### src/hdl/sls_pkg.sv
package sls_pkg;

  // Store geometry
  localparam int NODE_COUNT = 1024;
  localparam int IDX_W      = $clog2(NODE_COUNT);
  localparam int VAL_W      = 32;
  localparam int ACT_W      = 2;
  localparam int ST_W       = 3;
  localparam int UPC_W      = 5;

  typedef logic [IDX_W-1:0] idx_t;
  typedef logic [VAL_W-1:0] val_t;
  typedef logic [UPC_W-1:0] upc_t;

  // Node 0 heads the free chain, node 1 is always the list head.
  localparam idx_t HEAD_NODE  = IDX_W'(1);
  localparam idx_t FIRST_FREE = IDX_W'(2);
  localparam idx_t LAST_NODE  = IDX_W'(NODE_COUNT - 1);

  typedef enum logic [ACT_W-1:0] {
    ACT_CLEAR  = 2'd0,
    ACT_APPEND = 2'd1,
    ACT_TOGGLE = 2'd2,
    ACT_LOCATE = 2'd3
  } action_t;

  typedef enum logic [ST_W-1:0] {
    ST_CLEARED   = 3'd0,
    ST_APPENDED  = 3'd1,
    ST_INSERTED  = 3'd2,
    ST_REMOVED   = 3'd3,
    ST_FOUND     = 3'd4,
    ST_NOT_FOUND = 3'd5,
    ST_FULL      = 3'd6
  } status_t;

  // Read address source
  typedef enum logic [2:0] {
    RS_NONE, RS_FREE, RS_TAIL, RS_HEAD, RS_LINK
  } rsel_t;

  // Link write: address / data pair
  typedef enum logic [2:0] {
    WS_NONE,
    WS_SWEEP,       // links[cnt]  = rebuild pattern
    WS_P_TMP,       // links[p]    = tmp
    WS_K_FREE,      // links[k]    = free
    WS_FREE_STOP,   // links[free] = stop
    WS_FREE_LINK,   // links[free] = read link
    WS_TAIL_FREE    // links[tail] = free
  } wsel_t;

  // Register operation
  typedef enum logic [3:0] {
    OP_NONE,
    OP_P_HEAD,
    OP_LD_STOP,
    OP_LD_K,
    OP_WALK,
    OP_LD_TMP,
    OP_CLR_DONE,
    OP_APPEND_DONE,
    OP_INSERT_DONE,
    OP_REMOVE_DONE
  } op_t;

  // Sequencing
  typedef enum logic [2:0] {
    JMP_NEXT,
    JMP_END,
    JMP_FREE0,   // free chain empty -> target
    JMP_SWEEP,   // hold until last node written
    JMP_TWALK,   // end of range -> target, hit -> next, else hold
    JMP_LWALK    // end of list  -> target, hit -> next, else hold
  } jmp_t;

  // Source of the reported node index
  typedef enum logic [1:0] {
    NS_ZERO, NS_ONE, NS_FREE, NS_K
  } nsel_t;

  typedef struct packed {
    rsel_t   rsel;
    wsel_t   wsel;
    logic    vw;
    op_t     op;
    jmp_t    jmp;
    upc_t    target;
    logic    emit;
    status_t status;
    nsel_t   nsel;
  } ctl_t;

  typedef struct packed {
    logic free_zero;
    logic k_zero;
    logic k_stop;
    logic match;
    logic sweep_last;
  } flags_t;

  // Microprogram step addresses
  localparam upc_t U_SWEEP = UPC_W'(0);
  localparam upc_t U_CLR   = UPC_W'(1);
  localparam upc_t U_A0    = UPC_W'(2);
  localparam upc_t U_A1    = UPC_W'(3);
  localparam upc_t U_A2    = UPC_W'(4);
  localparam upc_t U_A3    = UPC_W'(5);
  localparam upc_t U_T0    = UPC_W'(6);
  localparam upc_t U_T1    = UPC_W'(7);
  localparam upc_t U_T2    = UPC_W'(8);
  localparam upc_t U_T3    = UPC_W'(9);
  localparam upc_t U_T4    = UPC_W'(10);
  localparam upc_t U_T5    = UPC_W'(11);
  localparam upc_t U_I0    = UPC_W'(12);
  localparam upc_t U_I1    = UPC_W'(13);
  localparam upc_t U_I2    = UPC_W'(14);
  localparam upc_t U_L0    = UPC_W'(15);
  localparam upc_t U_L1    = UPC_W'(16);
  localparam upc_t U_L2    = UPC_W'(17);
  localparam upc_t U_L3    = UPC_W'(18);
  localparam upc_t U_FULL  = UPC_W'(19);
  localparam upc_t U_LNF   = UPC_W'(20);

  localparam ctl_t CTL_IDLE = '{
    rsel: RS_NONE, wsel: WS_NONE, vw: 1'b0, op: OP_NONE, jmp: JMP_NEXT,
    target: U_SWEEP, emit: 1'b0, status: ST_CLEARED, nsel: NS_ZERO
  };

  function automatic ctl_t uw(input rsel_t r, input wsel_t w, input logic v,
                              input op_t o, input jmp_t j, input upc_t t,
                              input logic e, input status_t s, input nsel_t n);
    ctl_t c;
    c = '{rsel: r, wsel: w, vw: v, op: o, jmp: j, target: t,
          emit: e, status: s, nsel: n};
    return c;
  endfunction

  // Control store
  function automatic ctl_t ucode(input upc_t pc);
    ctl_t c;
    c = CTL_IDLE;
    case (pc)
      U_SWEEP: c = uw(RS_NONE, WS_SWEEP, 1'b0, OP_NONE, JMP_SWEEP, U_SWEEP,
                      1'b0, ST_CLEARED, NS_ZERO);
      U_CLR:   c = uw(RS_NONE, WS_NONE, 1'b0, OP_CLR_DONE, JMP_END, U_SWEEP,
                      1'b1, ST_CLEARED, NS_ONE);
      // append
      U_A0:    c = uw(RS_FREE, WS_NONE, 1'b0, OP_NONE, JMP_FREE0, U_FULL,
                      1'b0, ST_CLEARED, NS_ZERO);
      U_A1:    c = uw(RS_TAIL, WS_NONE, 1'b0, OP_LD_TMP, JMP_NEXT, U_SWEEP,
                      1'b0, ST_CLEARED, NS_ZERO);
      U_A2:    c = uw(RS_NONE, WS_FREE_LINK, 1'b1, OP_NONE, JMP_NEXT, U_SWEEP,
                      1'b0, ST_CLEARED, NS_ZERO);
      U_A3:    c = uw(RS_NONE, WS_TAIL_FREE, 1'b0, OP_APPEND_DONE, JMP_END, U_SWEEP,
                      1'b1, ST_APPENDED, NS_FREE);
      // toggle: search
      U_T0:    c = uw(RS_TAIL, WS_NONE, 1'b0, OP_P_HEAD, JMP_NEXT, U_SWEEP,
                      1'b0, ST_CLEARED, NS_ZERO);
      U_T1:    c = uw(RS_HEAD, WS_NONE, 1'b0, OP_LD_STOP, JMP_NEXT, U_SWEEP,
                      1'b0, ST_CLEARED, NS_ZERO);
      U_T2:    c = uw(RS_LINK, WS_NONE, 1'b0, OP_LD_K, JMP_NEXT, U_SWEEP,
                      1'b0, ST_CLEARED, NS_ZERO);
      U_T3:    c = uw(RS_LINK, WS_NONE, 1'b0, OP_WALK, JMP_TWALK, U_I0,
                      1'b0, ST_CLEARED, NS_ZERO);
      // toggle: remove
      U_T4:    c = uw(RS_NONE, WS_P_TMP, 1'b0, OP_NONE, JMP_NEXT, U_SWEEP,
                      1'b0, ST_CLEARED, NS_ZERO);
      U_T5:    c = uw(RS_NONE, WS_K_FREE, 1'b0, OP_REMOVE_DONE, JMP_END, U_SWEEP,
                      1'b1, ST_REMOVED, NS_K);
      // toggle: insert after tail
      U_I0:    c = uw(RS_FREE, WS_NONE, 1'b0, OP_NONE, JMP_FREE0, U_FULL,
                      1'b0, ST_CLEARED, NS_ZERO);
      U_I1:    c = uw(RS_NONE, WS_FREE_STOP, 1'b1, OP_LD_TMP, JMP_NEXT, U_SWEEP,
                      1'b0, ST_CLEARED, NS_ZERO);
      U_I2:    c = uw(RS_NONE, WS_TAIL_FREE, 1'b0, OP_INSERT_DONE, JMP_END, U_SWEEP,
                      1'b1, ST_INSERTED, NS_FREE);
      // locate
      U_L0:    c = uw(RS_HEAD, WS_NONE, 1'b0, OP_NONE, JMP_NEXT, U_SWEEP,
                      1'b0, ST_CLEARED, NS_ZERO);
      U_L1:    c = uw(RS_LINK, WS_NONE, 1'b0, OP_LD_K, JMP_NEXT, U_SWEEP,
                      1'b0, ST_CLEARED, NS_ZERO);
      U_L2:    c = uw(RS_LINK, WS_NONE, 1'b0, OP_WALK, JMP_LWALK, U_LNF,
                      1'b0, ST_CLEARED, NS_ZERO);
      U_L3:    c = uw(RS_NONE, WS_NONE, 1'b0, OP_NONE, JMP_END, U_SWEEP,
                      1'b1, ST_FOUND, NS_K);
      U_FULL:  c = uw(RS_NONE, WS_NONE, 1'b0, OP_NONE, JMP_END, U_SWEEP,
                      1'b1, ST_FULL, NS_ZERO);
      U_LNF:   c = uw(RS_NONE, WS_NONE, 1'b0, OP_NONE, JMP_END, U_SWEEP,
                      1'b1, ST_NOT_FOUND, NS_ZERO);
      default: c = CTL_IDLE;
    endcase
    return c;
  endfunction

  function automatic upc_t entry(input action_t a);
    upc_t pc;
    pc = U_SWEEP;
    case (a)
      ACT_CLEAR:  pc = U_SWEEP;
      ACT_APPEND: pc = U_A0;
      ACT_TOGGLE: pc = U_T0;
      ACT_LOCATE: pc = U_L0;
      default:    pc = U_SWEEP;
    endcase
    return pc;
  endfunction

endpackage

### src/hdl/sls_seq.sv
module sls_seq (
  input  logic             clk,
  input  logic             rst_n,
  input  logic             start,
  input  sls_pkg::action_t action,
  input  sls_pkg::flags_t  flg,
  output sls_pkg::ctl_t    ctl,
  output logic             busy,
  output logic             adv
);

  import sls_pkg::*;

  upc_t upc_r, upc_nxt, upc_inc;
  logic busy_r, busy_nxt;
  logic quiet_r, quiet_nxt;   // reset sweep: no result
  ctl_t word;

  assign upc_inc = upc_r + 1'b1;

  always_comb begin
    word      = ucode(upc_r);
    upc_nxt   = upc_r;
    busy_nxt  = busy_r;
    quiet_nxt = quiet_r;
    adv       = 1'b0;
    if (!busy_r) begin
      if (start) begin
        upc_nxt  = entry(action);
        busy_nxt = 1'b1;
      end
    end else begin
      case (word.jmp)
        JMP_NEXT:  upc_nxt = upc_inc;
        JMP_END: begin
          busy_nxt  = 1'b0;
          quiet_nxt = 1'b0;
        end
        JMP_FREE0: upc_nxt = flg.free_zero ? word.target : upc_inc;
        JMP_SWEEP: begin
          if (flg.sweep_last) upc_nxt = upc_inc;
        end
        JMP_TWALK: begin
          if (flg.k_zero || flg.k_stop) upc_nxt = word.target;
          else if (flg.match)           upc_nxt = upc_inc;
          else                          adv     = 1'b1;
        end
        JMP_LWALK: begin
          if (flg.k_zero)     upc_nxt = word.target;
          else if (flg.match) upc_nxt = upc_inc;
          else                adv     = 1'b1;
        end
        default: upc_nxt = upc_inc;
      endcase
    end
    ctl      = busy_r ? word : CTL_IDLE;
    ctl.emit = word.emit & busy_r & ~quiet_r;
  end

  always_ff @(posedge clk) begin
    if (!rst_n) begin
      upc_r   <= U_SWEEP;
      busy_r  <= 1'b1;
      quiet_r <= 1'b1;
    end else begin
      upc_r   <= upc_nxt;
      busy_r  <= busy_nxt;
      quiet_r <= quiet_nxt;
    end
  end

  assign busy = busy_r;

endmodule

### config.mk
export PLATFORM = sky130hd
export DESIGN_NAME = sls_seq
export DESIGN_NICKNAME = d
export VERILOG_FILES = /design/src/hdl/sls_pkg.sv /design/src/hdl/sls_seq.sv
export SDC_FILE = /design/constraint.sdc
export NUM_CORES = 1
export LEC_CHECK = 0
export BUFFER_PORTS_ARGS = -buffer_cell sky130_fd_sc_hd__clkbuf_2
export CORE_UTILIZATION = 46
export CTS_CLUSTER_DIAMETER = 100
export DETAILED_ROUTE_END_ITERATION = 12
export GPL_TIMING_DRIVEN = 0
export MAX_ROUTING_LAYER = met4
export PLACE_DENSITY = 0.73
export SYNTH_ARGS = -nofsm -noshare
export SYNTH_HDL_FRONTEND = slang
export SYNTH_SLANG_ARGS = --single-unit
### constraint.sdc
create_clock -name clk -period 2.5 [get_ports clk]
set_input_delay 0.25 -clock clk [delete_from_list [all_inputs] [get_ports clk]]
set_output_delay 0.25 -clock clk [all_outputs]
set_load 0.03 [all_outputs]
==> Yosys cells after proc, flatten, opt, wreduce, memory -nomap -nowiden <==
Memories as Yosys holds them, arrays and structs flattened. A register that Yosys moved wholly into a read port is not among the register bits.
Index checks and enable logic that the tools add are counted.
{ "op_classes": {"n_reduce_logical": 5, "bitwise": 3, "add_sub_neg": 1, "n_eq_ne": 10, "muxes": 20} }
{ "ops": {"columns": ["cell", "count"], "rows": [
  ["$mux 5", 9],
  ["$mux 25", 1],
  ["$pmux 5 s5", 1],
  ["$pmux 5 s4", 1],
  ["$mux 1", 7],
  ["$eq 3x2->1 const B", 2],
  ["$eq 3x3->1 const B", 2],
  ["$add 5x1->5 const B", 1],
  ["$eq 2x2->1 const B", 2],
  ["$eq 3x1->1 const B", 1],
  ["$ne 3x3->1 const B", 1],
  ["$reduce_and 3->1", 1],
  ["$and 1x1->1", 2],
  ["$eq 2x1->1 const B", 1],
  ["$logic_not 2->1", 1],
  ["$ne 2x2->1 const B", 1],
  ["$pmux 1 s2", 1],
  ["$reduce_and 2->1", 1],
  ["$reduce_bool 2->1", 1],
  ["$logic_or 1x1->1", 1],
  ["$not 1->1", 1]
]} }
{ "word_totals": {"inputBits": 10, "out_inout_bits": 27, "mem_bits_ro": 800, "n_memories": 1, "register_bits": 7} }
{ "memory_table": {"columns": ["name", "depth", "word_bits", "rd", "rd_clocked_by_memory_dff", "wr", "line_no", "source"], "rows": [
  ["(no name shown)", 32, 25, 1, 1, 0, "sls_pkg.sv:143", "case (pc)"]
]} }

==> Longest topological paths before layout <==
Gate-level depths: netlist (run 1).
{ "logic_depth": {"ltp_word": 7, "mapped_depth": 13, "depth_no_buf": 11} }

==> Worst setup path after synthesis (run 1) <==
OpenSTA, ideal clock, no wires.
{ "synth_timing": {"path_type": "reg2reg", "start": "register busy_r (netlist: busy)", "end": "register word[11] (netlist name)", "setup_slack_ps": -385, "arrival_time_ps": 2763, "t_required_ps": 2378, "setup_ps": 122, "path_stages_with_launch": 12, "path_buffers": 2, "synth_period_minus_slack_ps": 2885, "cell_sequence": "dfxtp_1 > buf_2 > nand3b_1 > o22ai_1 > a22o_1 > and2_1 > inv_1 > ha_1 > clkbuf_2 > o221a_1 > a21boi_1 > a311o_1"} }
{ "synth_between": {"elab_chain_len": 4, "word_cells_on_any_way": 7, "classes_between": "eq/ne (2); mux (3); reduce/logical (2)"} }
{ "synth_lines": {"columns": ["element", "line_no", "source"], "rows": [
  ["from (decl)", "sls_seq.sv:15", "logic busy_r, busy_nxt;"],
  ["from (signal assigned)", "sls_seq.sv:67", "busy_r <= busy_nxt;"],
  ["$ne 3x3->1 (no source line) (tied with other cells)", null, null],
  ["$reduce_and 3->1 (no source line)", null, null],
  ["$mux 5 (no source line) (*) (2 in series)", null, null]
]} }
Mark *: on every way between the ends. The rest lies on a longest branch, timed or not.
A chain may end at the register's enable or synchronous reset.

==> Worst setup path after layout (run 1) <==
{ "layout_timing": {"start": "register word[13] (netlist name)", "end": "register word[14] (netlist name)"} }
{ "layout_between": {"elab_chain_len": 5, "word_cells_on_any_way": 12, "classes_between": "eq/ne (7); mux (4); reduce/logical (1)"} }
{ "layout_lines": {"columns": ["element", "line_no", "source"], "rows": [
  ["$eq 3x3->1 (tied with other cells)", "sls_seq.sv:33", "case (word.jmp)"],
  ["$pmux 5 s5 (tied with other cells)", "sls_seq.sv:33", null],
  ["$mux 5 or $reduce_and 3->1 (tied branches)", null, null],
  ["$mux 5 (no source line) (*) (2 in series)", null, null]
]} }
Marks and branches as above.

==> flow_metrics.py, run 1 <==
metrics = {
    "run_status": {
        "status": "finished with violations",
        "failed_checks": "negative setup slack",
    },
    "setup_path": {
        "critical_path_peak_fanout": 10,
        "start_kind": "flip-flop",
        "critPathCapture": "word[14]$_DFF_P_",
        "timing.critical_path.to_type": "flip-flop",
        "required_ns": 2.66,
        "worst-r2r-setup-slack_ns": -0.08,
        "timing.setup.critical_path_class": "reg2reg",
        "crit_start": "word[13]$_DFF_P_",
        "startpoint_of_the_worst_register_to_register_path": "word[13]$_DFF_P_",
        "regToRegEndpoint": "word[14]$_DFF_P_",
        "arrival_ns": 2.74,
        "reg2reg_depth": 8,
    },
    "global_route": {
        "globalRouteTotalUtil": 0.275,
        "antenna_found_initial": 0,
        "grt_overflow": 0,
        "grt_pass1_vias": 1717,
        "maximum_number_of_pins_on_one_net_before_global_route_repair": 11,
        "wire_length_of_the_first_global_routing_pass_um": 8650,
    },
    "sta": {
        "worst_clock_skew_ns": 0.00635,
        "timing.setup.tns_ns": -0.144,
        "finalWorstPathRequiredPeriod_ns": 2.58,
        "max_slew_margin": 0.621,
        "max_freq_mhz": 388,
        "timing.final.max_slew_violations": 0,
        "setup_violations": 4,
        "final.hold.worst_slack_ns": 0.256,
        "setup_repair_after_global_routing_missed_its_margin": "true",
        "worst_slew_pin_slew_ns": 0.567,
        "postLayoutSetupSlackWorst_ns": -0.0756,
        "report.final.hold_viol_count": 0,
        "layout_worst_path_cycle_share": 1.03,
    },
    "routing": {
        "firstDrtPassIters": 5,
        "route.detailed.drc": 0,
        "total_wirelength_um": 5970,
        "dr_total_vias": 2109,
        "wl_per_cell_um": 16.6,
        "final_antenna_net_count": 0,
        "viasPerCell": 5.86,
        "drtIter0Drc": 239,
    },
    "cts": {
        "clock-sinks": 30,
        "path_clk_slew_ns": 0.07,
        "max-clock-path-buffers": 2,
        "tritoncts.num_buffers": 5,
        "htree_num_levels": 2,
        "clock-root-buffer": "clkbuf_8",
        "tritoncts": "done",
        "clkLatencyLatePin_ns": 0.29,
    },
    "synthesis": {
        "ys_seq_area_frac": 0.306,
        "flop_and_latch_count_out_of_synthesis": 30,
        "syn_area_per_cell_um2": 8.15,
        "synth-async-reset-ratio": 0,
        "synthFlopType": "dfxtp_1",
        "yosysUniqueCellTypes": 65,
        "synth_enable_flop_cells": 0,
        "synth-warning-count": 0,
        "synth.net_count": 257,
        "post_synth_inst_count": 241,
        "synth.cell_area_um2": 1960,
    },
    "cells_and_area": {
        "filler_cell_count": 314,
        "layout_commonest_cell": "clkbuf_2",
        "final_layout_size_suffix_gt1_frac": 0.419,
        "layout_common_cells": "clkbuf_2 (40), and2_1 (27), dfxtp_1 (24), buf_4 (22), nand2_1 (11)",
        "finish.utilization": 0.695,
        "layout.nets": 325,
        "synthToLayoutAreaGrowth_pct": 43.5,
        "antenna_cells_inserted": 0,
        "design_area_um2": 2820,
        "final_cell_count_no_fill": 360,
    },
    "hold_path": {
        "timing.hold.worst.class": "in2reg",
    },
    "power_and_ir_drop": {
        "static_leakage_nw": 1.16,
        "power.density_cell_area_nw_per_um2": 1260,
        "ir_drop_mv": 0.619,
    },
    "placement": {
        "gp_routability_congestion": 0.941,
        "io_buf_count": 36,
        "place_hpwl_um": 3780,
        "placed_area_um2": 2280,
        "placed_cells_incl_taps": 327,
    },
    "floorplanning": {
        "rows": 23,
        "die_w_um": 67.4,
        "fp.dieArea_um2": 4540,
        "initial_utilization": 0.484,
        "core_area_um2": 4060,
        "dieHeight_um": 67.4,
        "top_level_ports": 37,
    },
    "flow_run": {
        "cap_violations": 0,
    },
}
==> layout make-up <==
cell class / instances / area (µm²) / share of cell area
Multi-Input combinational cell: 185 / 1490 / 0.527
Inverter: 11 / 56.3 / 0.0200
Clock buffer: 6 / 82.6 / 0.0293
Buffer: 14 / 98.8 / 0.0351
Clock inverter: 2 / 12.5 / 0.00444
Tap cell: 50 / 62.6 / 0.0222
Sequential cell: 30 / 621 / 0.220
Timing Repair Buffer: 62 / 400 / 0.142
==> cell families after synthesis <==
logic type / after synthesis / synth area share
and+or+nand+nor: 102 / 0.306
AOI/OAI and AO/OA: 68 / 0.244
DFF: 30 / 0.306
buffers and inverters: 26 / 0.0599
adders and majority gates: 6 / 0.0382
muxes: 5 / 0.0287
xor gates and xnor gates: 4 / 0.0178
==> timing repair <==
action                                 4_1_cts  5_1_grt
setup buffers                               11       14
gates resized for setup                     27       37
endpoints found under the hold margin        0        0
pin swaps                                   10       21
setup endpoints to repair                   16       19
hold buffers                                 0        0
cloned                                       0        1
==> synth_stat cells (all sizes together) (3+ instances only) <==
library cell | count | share of area
o211ai | 4 | 0.015
o22ai | 5 | 0.016
nand2 | 15 | 0.032
nand3 | 3 | 0.0076
or3 | 5 | 0.018
o21ai | 12 | 0.031
and3 | 3 | 0.0096
nor3 | 7 | 0.018
clkbuf | 10 | 0.020
ha | 6 | 0.038
mux2i | 3 | 0.015
o21a | 3 | 0.011
nor2b | 5 | 0.016
and2 | 29 | 0.092
buf | 5 | 0.017
nand3b | 4 | 0.015
nand4 | 6 | 0.019
a21oi | 15 | 0.038
a31oi | 3 | 0.0096
dfxtp | 30 | 0.31
nor3b | 3 | 0.011
nand2b | 4 | 0.014
inv | 10 | 0.019
nor2 | 11 | 0.022
==> state kept, by name, summed over array words and instances, names as in the netlist <==
register / count
word: 23
busy: 1
quiet_r: 1
upc_r: 5
==> worst max-delay path, cell delays in order (launching register included) <==
cell and delay, ns:
dfxtp_4 0.41, nand2b_4 0.08, or3_4 0.42, mux2_4 0.32, a211oi_4 0.39, buf_4 0.23, or3_1 0.18, a2bb2oi_1 0.28
o32ai_4 0.14
==> through the flow <==
stage / setup slack (ns) / total power, mW
after floorplan: 0.0150 / 2.03
after global placement: -0.497 / 2.44
after CTS: -0.0625 / 3.12
after global routing: -0.146 / 3.77
after detailed placement: -0.464 / 2.46
final: -0.0756 / 3.56
==> power by group <==
group / switching (mW) / internal (mW) / leakage (nW)
clock: 0.183 / 0.221 / 0.0472
sequential: 0.0919 / 0.632 / 0.247
combinational: 1.33 / 1.10 / 0.866
total: 1.60 / 1.95 / 1.16
==> worst min-delay path by stage <==
| stage | startpoint | depth (start not counted) | endpoint | slack, ns |
|---|---|---|---|---|
| 3_5_place_dp | quiet_r$_SDFFE_PN1P_ | 2 | quiet_r$_SDFFE_PN1P_ | 0.47 |
| 5_1_grt | rst_n | 3 | upc_r[4]$_SDFFE_PN0N_ | 0.25 |
| 6_report | rst_n | 3 | upc_r[4]$_SDFFE_PN0N_ | 0.26 |
| 2_1_floorplan | start | 2 | busy$_SDFF_PN1_ | 0.38 |
| 3_3_place_gp | quiet_r$_SDFFE_PN1P_ | 2 | quiet_r$_SDFFE_PN1P_ | 0.47 |
| 4_1_cts | start | 3 | busy$_SDFF_PN1_ | 0.26 |
==> routing by layer <==
metal	global-route usage	part of all wire
met3	0.0760	0.094
met4	0.0771	0.020
met2	0.401	0.46
met1	0.369	0.42
met5	-	0
Note: power is estimated with default switching activity, not from simulation.
==> run 2, diff against run 1 <==
--- a/config.mk
+++ b/config.mk
@@ -11,7 +11,8 @@
 export DETAILED_ROUTE_END_ITERATION = 12
 export GPL_TIMING_DRIVEN = 0
 export MAX_ROUTING_LAYER = met4
-export PLACE_DENSITY = 0.73
+export PLACE_DENSITY_LB_ADDON = 0.25
 export SYNTH_ARGS = -nofsm -noshare
 export SYNTH_HDL_FRONTEND = slang
 export SYNTH_SLANG_ARGS = --single-unit
+export TNS_END_PERCENT = 10
==> run 2 against run 1 <==
Net effect: the run still ends with negative setup slack left; critical endpoint unchanged; register-to-register slack improved by 0.04 ns; clock skew fell by 0.0040 ns; non-clock buffer count fell by 11; sequential share of layout area rose by 1.1 points; global-route usage rose by 0.35 points; largest cell class unchanged; worst setup slack improved by 0.038 ns; fmax rose by 1.5%; final cell count fell by 3.1%; clock power rose by 53%; die area did not move; flip-flop and latch count did not move.
==> flow_metrics.py, run 2 (synthesized netlist as in run 1, its figures left out) <==
metrics = {
    "cts": {
        "htree_num_levels": 2,
        "tritoncts.num_buffers": 5,
        "post_cts_hold_buffer_count": 0,
        "max-clock-path-buffers": 2,
        "tritoncts": "done",
        "clock-root-buffer": "clkbuf_8",
        "clkLatencyLatePin_ns": 0.29,
        "path_clk_slew_ns": 0.06,
        "clock-sinks": 30,
    },
    "setup_path": {
        "critPathCapture": "word[14]$_DFF_P_",
        "critical_path_buf_inv_count": 2,
        "cpMaxStageDelayCell": "dfxtp_4",
        "critical_path_max_stage_delay_ns": 0.35,
        "critical_path_peak_fanout": 5,
        "critical_path_cell_count": 12,
        "regToRegEndpoint": "word[14]$_DFF_P_",
        "worst-r2r-setup-slack_ns": -0.04,
        "timing.critical_path.cells": "ha_4, a32o_1, a32oi_1, o211ai_1, a22o_4, and2_4, inv_4, ha_4, clkbuf_16, nand2_4, and3_4, o32ai_2",
        "start_kind": "flip-flop",
        "critical-path-top-cell-by-count": "ha_4",
        "timing.setup.critical_path_class": "reg2reg",
        "crit_start": "upc_r[1]$_SDFFE_PN0N_",
        "reg2reg_depth": 12,
        "required_ns": 2.69,
        "arrival_ns": 2.73,
        "timing.critical_path.to_type": "flip-flop",
        "kind_of_cell_adding_the_most_delay_to_the_critical_path": "compound AO/OA/AOI/OAI gates",
        "startpoint_of_the_worst_register_to_register_path": "upc_r[1]$_SDFFE_PN0N_",
    },
    "floorplanning": {
        "top_level_ports": 37,
        "initial_utilization": 0.484,
        "die_w_um": 67.4,
        "core_area_um2": 4060,
        "rows": 23,
        "dieHeight_um": 67.4,
        "fp.dieArea_um2": 4540,
    },
    "cells_and_area": {
        "synthToLayoutAreaGrowth_pct": 36.3,
        "sequential_cell_area_um2": 618,
        "multi_input_gate_area_um2": 1400,
        "layout.nets": 314,
        "layout_commonest_cell": "clkbuf_2",
        "design_area_um2": 2680,
        "final_layout_size_suffix_gt1_frac": 0.385,
        "layout_common_cells": "clkbuf_2 (39), and2_1 (27), dfxtp_1 (24), buf_4 (19)",
        "largest_register_ffs": 23,
        "antenna_cells_inserted": 0,
        "filler_cell_count": 327,
        "final_cell_count_no_fill": 349,
    },
    "routing": {
        "dr_total_vias": 2065,
        "viasPerCell": 5.92,
        "drtIter0Drc": 146,
        "firstDrtPassIters": 5,
        "total_wirelength_um": 5770,
        "final_antenna_net_count": 0,
        "route.detailed.drc": 0,
        "wl_per_cell_um": 16.5,
    },
    "placement": {
        "io_buf_count": 36,
        "gp_routability_congestion": 0.952,
        "place_hpwl_um": 3850,
        "placed_area_um2": 2280,
        "placed_cells_incl_taps": 327,
    },
    "sta": {
        "finalWorstPathRequiredPeriod_ns": 2.54,
        "report.final.hold_viol_count": 0,
        "worst_slew_pin_slew_ns": 0.554,
        "postLayoutSetupSlackWorst_ns": -0.0374,
        "setup_repair_after_global_routing_missed_its_margin": "true",
        "timing.final.max_slew_violations": 0,
        "setup_violations": 3,
        "final.hold.worst_slack_ns": 0.257,
        "worst_clock_skew_ns": 0.00236,
        "max_slew_margin": 0.625,
        "max_freq_mhz": 394,
        "layout_worst_path_cycle_share": 1.01,
    },
    "global_route": {
        "globalRouteTotalUtil": 0.279,
        "wire_length_of_the_first_global_routing_pass_um": 8810,
        "grt_overflow": 0,
        "antenna_found_initial": 0,
        "maximum_number_of_pins_on_one_net_before_global_route_repair": 11,
        "grt_pass1_vias": 1736,
    },
    "power_and_ir_drop": {
        "static_leakage_nw": 1.11,
        "power.density_cell_area_nw_per_um2": 1320,
        "finalPower_mw": 3.53,
        "ir_drop_mv": 0.809,
    },
    "flow_run": {
        "cap_violations": 0,
    },
    "run_status": {
        "failed_checks": "negative setup slack",
        "status": "finished with violations",
    },
    "hold_path": {
        "timing.hold.worst.class": "in2reg",
    },
}
==> run 2: cell count changes in the layout (fill, tap and decap cells not counted), moves of 2 or more <==
cell	previous run	this run
bufinv_16	0	2
buf_4	22	19
nand2_2	3	1
buf_6	7	2
a21oi_1	10	12
==> run 2: through the flow <==
step | setup TNS (ns) | util | setup WS, ns
global placement | -1.91 | 0.561 | -0.417
detailed placement | -2.28 | 0.561 | -0.469
CTS | -0.0608 | 0.646 | -0.0367
finish | -0.0930 | 0.660 | -0.0374
floorplan | 0 | - | 0.0150
global route | -0.823 | 0.660 | -0.157
==> run 2: metal layers <==
layer	up-vias	routed length, µm	share of wire	GRT usage
met5	-	0	0	-
met4	0	85	0.015	0.0771
met3	8	548	0.095	0.0642
met2	100	2670	0.46	0.425
met1	964	2470	0.43	0.367
li1	993	-	-	-
==> run 2: layout make-up <==
cell class                      count  area share
Clock inverter                      2      0.0224
Buffer                             13      0.0374
Tap cell                           50      0.0234
Multi-Input combinational cell    185       0.524
Inverter                           11      0.0192
Timing Repair Buffer               52       0.112
Sequential cell                    30       0.231
Clock buffer                        6      0.0308
==> run 2: power by group <==
group	switching [mW]	leakage, nW	internal (mW)	total, mW
clock network	0.192	0.0714	0.425	0.617
logic	1.23	0.796	0.962	2.20
registers	0.0864	0.247	0.630	0.716
total	1.51	1.11	2.02	3.53
==> run 2: worst min path at each step <==
stage                          from               endpoint  slack (ns)  cells past startpoint
6_report                      rst_n  upc_r[4]$_SDFFE_PN0N_        0.26                      3
3_5_place_dp   quiet_r$_SDFFE_PN1P_   quiet_r$_SDFFE_PN1P_        0.49                      2
2_1_floorplan                 start        busy$_SDFF_PN1_        0.38                      2
4_1_cts                       rst_n  upc_r[4]$_SDFFE_PN0N_        0.26                      3
5_1_grt                       rst_n  upc_r[4]$_SDFFE_PN0N_        0.28                      3
3_3_place_gp   quiet_r$_SDFFE_PN1P_   quiet_r$_SDFFE_PN1P_        0.47                      2
==> run 2: timing repair <==
action	in CTS	in global routing
pin swaps	13	6
gates resized for setup	31	12
gates cloned	0	0
endpoints found under the setup margin	16	18
buffers inserted	13	3
==> run 2: worst min-delay path, delay by kind of cell <==
kind          cells  cell delay, ns
buf+inv           2            0.19
simple gates      1            0.07
